[src/rtl/core/mt_pkg.sv]
// Shared constants, command and status types, and word functions for the MT19937 generator.
package mt_pkg;

	localparam int MT_N = 624;
	localparam int MT_M = 397;
	localparam int IDX_W = $clog2(MT_N);

	localparam logic [31:0] MT_MATRIX = 32'h9908_b0df;
	localparam logic [31:0] MT_UPPER = 32'h8000_0000;
	localparam logic [31:0] MT_LOWER = 32'h7fff_ffff;
	localparam logic [31:0] MT_INIT_MUL = 32'd1812433253;
	localparam logic [31:0] MT_MASK_B = 32'd2636928640;
	localparam logic [31:0] MT_MASK_C = 32'd4022730752;

	// Request codes of the req_type field.
	localparam logic REQ_SEED = 1'b0;
	localparam logic REQ_EXTRACT = 1'b1;

	// Which address the state memory reads in a cycle.
	typedef enum logic [1:0] {
		RSEL_POS,
		RSEL_NEXT,
		RSEL_FAR
	} mt_rsel_t;

	// Commands from the controller to the datapath.
	typedef struct packed {
		logic load_seed;
		logic seed_mul;
		logic seed_wr;
		logic tw_start;
		logic cap_cur;
		logic cap_next;
		logic tw_wr;
		logic ld_out;
		mt_rsel_t rsel;
	} mt_cmd_t;

	// Status from the datapath to the controller.
	typedef struct packed {
		logic idx_last;
		logic pos_zero;
	} mt_status_t;

	// Output tempering with shifts 11, 7, 15 and 18.
	function automatic logic [31:0] mt_temper(input logic [31:0] w);
		logic [31:0] y;
		y = w ^ (w >> 11);
		y = y ^ ((y << 7) & MT_MASK_B);
		y = y ^ ((y << 15) & MT_MASK_C);
		y = y ^ (y >> 18);
		return y;
	endfunction

	// One step of the twist: new word k from words k, k+1 and k+397.
	function automatic logic [31:0] mt_twist(input logic [31:0] cur, input logic [31:0] nxt,
			input logic [31:0] far);
		logic [31:0] y;
		logic [31:0] v;
		y = (cur & MT_UPPER) | (nxt & MT_LOWER);
		v = far ^ (y >> 1);
		if (y[0]) begin
			v = v ^ MT_MATRIX;
		end
		return v;
	endfunction

endpackage

[src/rtl/core/mt_ctrl.sv]
// Controller of the MT19937 generator: handshakes and the seed, twist and extract sequence.
module mt_ctrl (
	input  logic               clk,
	input  logic               arst_n,
	input  logic               in_valid,
	output logic               in_ready,
	input  logic               req_type,
	output logic               out_valid,
	input  logic               out_ready,
	input  mt_pkg::mt_status_t status,
	output mt_pkg::mt_cmd_t    cmd
);
	import mt_pkg::*;

	typedef enum logic [2:0] {
		ST_IDLE,
		ST_SD_MUL,
		ST_SD_WR,
		ST_TW_FIRST,
		ST_TW_NEXT,
		ST_TW_FAR,
		ST_TW_WR,
		ST_EX_OUT
	} state_t;

	state_t state_q;
	state_t state_d;
	logic   out_valid_q;
	logic   accept;
	logic   out_free;

	assign in_ready = (state_q == ST_IDLE);
	assign accept = in_valid && in_ready;
	assign out_free = !out_valid_q || out_ready;
	assign out_valid = out_valid_q;

	// Command decode and next state.
	always_comb begin
		cmd = '0;
		cmd.rsel = RSEL_POS;
		state_d = state_q;
		unique case (state_q)
			ST_IDLE: begin
				if (accept) begin
					if (req_type == REQ_SEED) begin
						cmd.load_seed = 1'b1;
						state_d = ST_SD_MUL;
					end else if (status.pos_zero) begin
						cmd.tw_start = 1'b1;
						state_d = ST_TW_FIRST;
					end else begin
						state_d = ST_EX_OUT;
					end
				end
			end
			ST_SD_MUL: begin
				cmd.seed_mul = 1'b1;
				state_d = ST_SD_WR;
			end
			ST_SD_WR: begin
				cmd.seed_wr = 1'b1;
				state_d = status.idx_last ? ST_IDLE : ST_SD_MUL;
			end
			ST_TW_FIRST: begin
				cmd.cap_cur = 1'b1;
				cmd.rsel = RSEL_NEXT;
				state_d = ST_TW_FAR;
			end
			ST_TW_NEXT: begin
				cmd.rsel = RSEL_NEXT;
				state_d = ST_TW_FAR;
			end
			ST_TW_FAR: begin
				cmd.cap_next = 1'b1;
				cmd.rsel = RSEL_FAR;
				state_d = ST_TW_WR;
			end
			ST_TW_WR: begin
				cmd.tw_wr = 1'b1;
				state_d = status.idx_last ? ST_EX_OUT : ST_TW_NEXT;
			end
			ST_EX_OUT: begin
				if (out_free) begin
					cmd.ld_out = 1'b1;
					state_d = ST_IDLE;
				end
			end
			default: begin
				state_d = ST_IDLE;
			end
		endcase
	end

	// State and output valid.
	always_ff @(posedge clk or negedge arst_n) begin
		if (!arst_n) begin
			state_q <= ST_IDLE;
			out_valid_q <= 1'b0;
		end else begin
			state_q <= state_d;
			if (cmd.ld_out) begin
				out_valid_q <= 1'b1;
			end else if (out_ready) begin
				out_valid_q <= 1'b0;
			end
		end
	end

	// A new word never overwrites one that has not been taken.
	a_no_overwrite: assert property (@(posedge clk) disable iff (!arst_n)
		cmd.ld_out |-> (!out_valid_q || out_ready))
		else $error("output word overwritten");
	// A seed request enters the seed multiply state on the next cycle and produces no word.
	a_seed_silent: assert property (@(posedge clk) disable iff (!arst_n)
		(accept && req_type == REQ_SEED) |=> (state_q == ST_SD_MUL))
		else $error("seed request did not start seeding");
	// An extract at position zero always regenerates the state first.
	a_twist_first: assert property (@(posedge clk) disable iff (!arst_n)
		(accept && req_type == REQ_EXTRACT && status.pos_zero) |=> (state_q == ST_TW_FIRST))
		else $error("extract at position zero skipped the twist");
	// Nothing is taken in while a request is in progress.
	a_busy: assert property (@(posedge clk) disable iff (!arst_n)
		(state_q != ST_IDLE) |-> !in_ready)
		else $error("input ready while busy");

endmodule

[config.mk]
export PLATFORM = sky130hd
export DESIGN_NAME = mt_ctrl
export DESIGN_NICKNAME = d
export VERILOG_FILES = /design/src/rtl/core/mt_pkg.sv /design/src/rtl/core/mt_ctrl.sv
export SDC_FILE = /design/constraint.sdc
export NUM_CORES = 1
export LEC_CHECK = 0
export BUFFER_PORTS_ARGS = -buffer_cell sky130_fd_sc_hd__buf_2
export CELL_PAD_IN_SITES_DETAIL_PLACEMENT = 1
export CELL_PAD_IN_SITES_GLOBAL_PLACEMENT = 1
export CORE_MARGIN = 4
export CORE_UTILIZATION = 24
export CTS_CLUSTER_DIAMETER = 80
export DETAILED_ROUTE_END_ITERATION = 16
export PLACE_DENSITY_LB_ADDON = 0.25
export SKIP_CTS_REPAIR_TIMING = 1
export SLEW_MARGIN = 10
export SYNTH_ARGS = -nofsm -noshare
export SYNTH_HDL_FRONTEND = slang
export SYNTH_SLANG_ARGS = --single-unit
export TNS_END_PERCENT = 5
[constraint.sdc]
create_clock -name clk -period 1 [get_ports clk]
set_input_delay 0 -clock clk [delete_from_list [all_inputs] [get_ports clk]]
set_output_delay 0 -clock clk [all_outputs]
set_load 0.05 [all_outputs]
# Yosys cells after proc, flatten, opt, wreduce, memory -nomap -nowiden
# Cells that the tools add are included.
[classes] n_addsub=0 mul=0 div_mod_pow=0 order_cmp=0 eq_ne=9 shift=0 muxes=24 bitwise_logic=0 reduce_logical=7
[op_table] cell="$pmux W3 S7" n=1
[op_table] cell="$mux W1" n=17
[op_table] cell="$eq A3 B3 Y1 const B" n=4
[op_table] cell="$mux W3" n=4
[op_table] cell="$eq A3 B2 Y1 const B" n=2
[op_table] cell="$pmux W2 S2" n=1
[op_table] cell="$eq A3 B1 Y1 const B" n=1
[op_table] cell="$logic_not A3 Y1" n=1
[op_table] cell="$mux W2" n=1
[op_table] cell="$ne A2 B1 Y1 const B" n=1
[op_table] cell="$ne A2 B2 Y1 const B" n=1
[op_table] cell="$reduce_and A2 Y1" n=1
[op_table] cell="$reduce_bool A2 Y1" n=1
[op_table] cell="$reduce_or A2 Y1" n=1
[op_table] cell="$logic_and A1 B1 Y1" n=1
[op_table] cell="$logic_not A1 Y1" n=1
[op_table] cell="$logic_or A1 B1 Y1" n=1
[totals] ff_bits=4 latchBits=0 ramBits=0 romBits=0 output_inout_bits=12 wordCells=42 n_memories=0

# Depth between registers and ports, before layout
# Gate-level depths: netlist of run 1.
[logic_depth] ltp_word=5 ltp_mapped=4

# Least setup slack after synthesis of run 1
# OpenSTA, ideal clock, no wires.
[synth_path] kind="reg-to-output" from="reg state_q[0]" to="out cmd[6] (netlist name)" arrival_time_ns=1.803 t_required_ns=1.000 slack_ns=-0.803 path_stages_with_launch=4 cell_sequence="dfrtp_1 buf_6 nor3_2 and4_1"
[synth_rtl] item="from (decl)" line_no="mt_ctrl.sv:26" rtl="state_t state_q;"
[synth_rtl] item="from (signal assigned)" line_no="mt_ctrl.sv:100" rtl="state_q <= state_d;"
[synth_rtl] item="to (decl)" line_no="mt_ctrl.sv:11" rtl="output mt_pkg::mt_cmd_t cmd"

==> metrics, run 1 <==
status=finished, violations left; nature of the critical path startpoint=flop; total global routing overflow=0; Finished Cell Area=622 µm²; Routed met3 length=72 µm; fin crit share=1.32; clock insertion delay at the later pin of the skew report=240 ps; most used standard cells in the synthesized netlist=sky130_fd_sc_hd__nor2_1, sky130_fd_sc_hd__dfrtp_1, sky130_fd_sc_hd__nand2_1; area growth from synthesis to layout=92.6%; kind of end point of the critical path=output port; total of endpoints with negative setup slack in the final report=14; placer congestion estimate=0.724; boundary pin count=19; aggregate routed wire length=1230 µm; max_slew headroom=0.835; per-cell routed wire length=15.4 µm; cell type of the slowest stage on the worst timing path=sky130_fd_sc_hd__dfrtp_2; sequential fraction of the synthesis area=0.310; remaining antenna violation count=0; measured slew at the worst slew-check pin=250 ps; CTS root buffer=sky130_fd_sc_hd__clkbuf_4; # fillers=137; total of max-cap violations=0; Achievable Freq=760 MHz; maximum clock path buffer count=2; share of post-route cells with drive strength above 1=0.697; Hold Worst Slack=72.1 ps; clock skew after layout=4.35 ps; vias per cell=4.99; nets in the synthesized netlist=46; total count of max-transition violations in the final report=0; Core Util, Final=0.524; FFs w/ async S/R, synth=1.00; Post-Syn Area=323 µm²; post-placement cell area=482 µm²; cell family with the largest share of critical-path delay=flip-flops; global router's overall resource usage=0.117; RSZ-0062 raised after global routing=true; top post-synthesis cells by area=sky130_fd_sc_hd__dfrtp_1, sky130_fd_sc_hd__buf_6, sky130_fd_sc_hd__nor2_1, sky130_fd_sc_hd__nand2b_4, sky130_fd_sc_hd__nand2b_1; Final Net Count=75; area share of the largest cell type after synthesis=0.310; final number of hold-violating endpoints=0; cell with the most instances after synthesis=sky130_fd_sc_hd__nor2_1; violations in the final reports=negative setup slack; wire length the detailed router placed on met1=493 µm; cells after synthesis=39; Floorplan Core Area=1190 µm²; cell type contributing the most total cell area after synthesis=sky130_fd_sc_hd__dfrtp_1; die width=44.7 µm; yosys warns=0; per-instance average area after synthesis=8.28 µm²; required arrival time at the worst endpoint=1000 ps; Hold Path Class=in -> reg; Top Metal Used=met4; worst reg-to-reg setup slack=-280 ps; final critical delay including setup and external delays=1320 ps; height of the die=44.7 µm; via count of the first global-routing pass=347; Clock Sink Count=4; total clock buffers created by CTS=3; drt first pass iters=4; clock-pin slew on the worst setup and hold paths=40 ps; combined buffer and inverter count along the critical path=1; total length of routed met2 wires=645 µm; count of unresolved DRC violations after routing=0; Worst EP arrival=1320 ps; Final WS setup=-316 ps; class of the most critical setup path=reg -> out; total of buffers placed on input and output ports=18; number of antenna violations at the first check in global routing=0; stage delay of the slowest cell on the critical path=480 ps; largest net degree at the start of global routing=14; number of enable-type register cells in the synthesized netlist=0; DIE AREA=2000 µm²; standard-cell row count=12; Main synth FF type=sky130_fd_sc_hd__dfrtp_1; largest fanout of any net on the critical path=7; antenna cells=0; number of design-rule violations left by the first detailed-router iteration=8; number of distinct library cells after synthesis=24; vias after detailed routing=399; wire length of the first global-routing pass=1580 µm; number of H-tree levels=1; TritonCTS clock tree=built; Synth Register Bits=4; placement-stage worst setup slack=-272 ps; crit path cell chain=nor3_4, and4_4, buf_8; effective utilization at floorplan=0.272
-- through the flow --
stage	std cells	setup TNS [ps]
floorplan	39	-3250
finish	80	-3050
global route	80	-3920
detailed placement	74	-2580
global placement	74	-2200
CTS	77	-5210
-- kinds of logic (layout without fill, tap and decap cells) --
group	Yosys count	after routing	synth area share
buffers and inverters	6	33	0.132
AND/OR/NAND/NOR	19	19	0.345
flip-flops	4	4	0.310
AO/OA/AOI/OAI	9	9	0.186
XOR/XNOR	1	1	0.0271
-- cell usage in the layout (no fill, tap or decap), drive strengths merged, types with 2 or more instances in the layout --
| master | count |
|---|---|
| inv | 2 |
| nand2b | 3 |
| o21ai | 3 |
| dfrtp | 4 |
| buf | 27 |
| nor2 | 5 |
| nand2 | 3 |
| clkbuf | 3 |
| o22ai | 2 |
| nor3 | 3 |
-- cell type report --
type / count / area, µm² / share of cell area
inverter: 2 / 7.51 / 0.0121
sequential: 4 / 104 / 0.167
clock buffer: 3 / 22.5 / 0.0362
timing repair buffer: 28 / 235 / 0.378
tap: 14 / 17.5 / 0.0282
multi-input combinational: 29 / 235 / 0.378
-- per-layer routing --
metal  vias up  track usage
met3         2       0.0366
li1        192            -
met2        17        0.166
met1       188        0.135
met5         -            0
met4         0        0.108
-- final timing paths --
| check | depth (start not counted) | end | start |
|---|---|---|---|
| min in group asynchronous | 2 | out_valid | arst_n |
| setup / recovery | 3 | cmd[6] | state_q[1] |
| hold reg to reg | 2 | state_q[0] | state_q[0] |
| max in group asynchronous | 2 | state_q[1] | arst_n |
| hold / removal | 2 | state_q[1] | status[1] |
| setup reg to reg | 4 | state_q[0] | state_q[1] |
-- flip-flops by register name, indices dropped and copies added (netlist names) --
name       flops
out_valid      1
state_q        3
Power of run 1 is left out: the tool's default activity adds up to more than one toggle a clock period on the data nets, which glitch-free logic cannot reach.
==> inputs of run 2 (changes only) <==
Settings changed: CORE_AREA set to 4 4 41 43, CORE_MARGIN 4 to not set, CORE_UTILIZATION 24 to not set, DIE_AREA set to 0 0 45 47.
Clock period 1 ns to 1.5 ns, I/O delays scaled along.
==> metrics, run 2 (synthesized netlist as in run 1, its figures left out) <==
final number of hold-violating endpoints=0 (unchanged); class of the most critical setup path=reg -> out (unchanged); count of unresolved DRC violations after routing=0 (unchanged); clock insertion delay at the later pin of the skew report=240 ps (about the same); number of design-rule violations left by the first detailed-router iteration=1 (was 8); total count of max-transition violations in the final report=0 (unchanged); clock-pin slew on the worst setup and hold paths=40 ps (about the same); multi-input logic area=189 µm² (was 235 µm²); clock skew after layout=6.41 ps (was 4.35 ps); max_slew headroom=0.826 (was 0.835); total of buffers placed on input and output ports=18 (unchanged); number of H-tree levels=1 (unchanged); leading cell types in the layout, fill and taps excluded=sky130_fd_sc_hd__buf_2, sky130_fd_sc_hd__nor2_1, sky130_fd_sc_hd__clkbuf_4 (was sky130_fd_sc_hd__buf_6, sky130_fd_sc_hd__buf_2, sky130_fd_sc_hd__buf_4); Core Util, Final=0.341 (was 0.524); drt first pass iters=2 (was 4); largest net degree at the start of global routing=14 (unchanged); total of endpoints with negative setup slack in the final report=0 (was 14); CTS root buffer=sky130_fd_sc_hd__clkbuf_4 (unchanged); area growth from synthesis to layout=37.6% (was 92.6%); effective utilization at floorplan=0.248 (was 0.272); # fillers=169 (was 137); global router's overall resource usage=0.100 (was 0.117); standard-cell row count=13 (was 12); RSZ-0062 raised after global routing=false (was true); number of antenna violations at the first check in global routing=0 (unchanged); total of max-cap violations=0 (unchanged); vias after detailed routing=344 (was 399); Final Net Count=66 (was 75); post-placement cell area=405 µm² (was 482 µm²); required arrival time at the worst endpoint=1500 ps (was 1000 ps); placer congestion estimate=0.730 (was 0.724); most frequent standard cell in the layout excluding fill and tap cells=sky130_fd_sc_hd__buf_2 (was sky130_fd_sc_hd__buf_6); dpl hpwl=664 µm; total global routing overflow=0 (unchanged); via count of the first global-routing pass=342 (was 347); Floorplan Core Area=1300 µm² (was 1190 µm²); total clock buffers created by CTS=3 (unchanged); register ranked first by flip-flop count=state_q (unchanged); aggregate routed wire length=880 µm (was 1230 µm); final critical delay including setup and external delays=1400 ps; Achievable Freq=713 MHz; TritonCTS clock tree=built (unchanged); share of post-route cells with drive strength above 1=0.474 (was 0.697); placement-stage worst setup slack=213 ps (was -272 ps); largest fanout of any net on the critical path=13 (was 7); maximum clock path buffer count=2 (unchanged); boundary pin count=19 (unchanged); die width=45 µm (was 44.7 µm); flip-flop count of the largest register, all copies and words added=3 (unchanged); Hold Path Class=in -> reg (unchanged); per-cell routed wire length=12.2 µm (was 15.4 µm); register area=104 µm² (unchanged); DIE AREA=2120 µm² (was 2000 µm²); Clock Sink Count=4 (unchanged); fin crit share=0.935; source of the worst hold timing path=status[1] (unchanged); worst r2r src=state_q[2] (was state_q[1]); measured slew at the worst slew-check pin=261 ps (was 250 ps); Critical Path Start=state_q[1] (unchanged); Worst EP arrival=1400 ps (was 1320 ps); Final WS setup=97.3 ps (was -316 ps); vias per cell=4.78 (was 4.99); nature of the critical path startpoint=flop (unchanged); status=completed (was finished, violations left); kind of end point of the critical path=output port (unchanged); Finished Cell Area=444 µm² (was 622 µm²); remaining antenna violation count=0 (unchanged); height of the die=47 µm (was 44.7 µm); antenna cells=0 (unchanged); wire length of the first global-routing pass=1450 µm (was 1580 µm)
==> run 2: final cells by class <==
type                       instances  area share
clock buffer                       3      0.0507
inverter                           2      0.0169
multi-input combinational         29       0.425
sequential                         4       0.234
tap                               15      0.0423
timing repair buffer              19       0.231
==> run 2: through the flow <==
step,hold WS [ps],std cells,setup TNS (ps)
floorplan,-296,39,-447
global placement,-187,68,0
detailed placement,-186,68,0
CTS,-448,71,0
global route,36.8,72,0
finish,32.5,72,0
==> run 2: final timing paths <==
check / endpoint / slack, ps / cells past startpoint
worst max-delay path: cmd[6] / 100 / 3
worst min-delay path: state_q[1] / 30 / 2
worst max register to register: state_q[1] / 300 / 3
worst min register to register: out_valid / 550 / 2
max in group asynchronous: state_q[0] / 1260 / 2
min in group asynchronous: state_q[2] / 90 / 2
==> run 2: metal layers <==
layer	up-vias	global-route usage	wire, µm
li1	175	-	-
met1	156	0.120	406
met2	11	0.150	415
met3	2	0.0115	46
met4	0	0.105	12
met5	-	0	0
==> run 2: critical path: stages (launching register included) <==
cell	delay, ps
sky130_fd_sc_hd__dfrtp_2	500
sky130_fd_sc_hd__nor3_4	210
sky130_fd_sc_hd__and4_1	200
sky130_fd_sc_hd__buf_2	250
Power of run 2 is left out for the same reason.
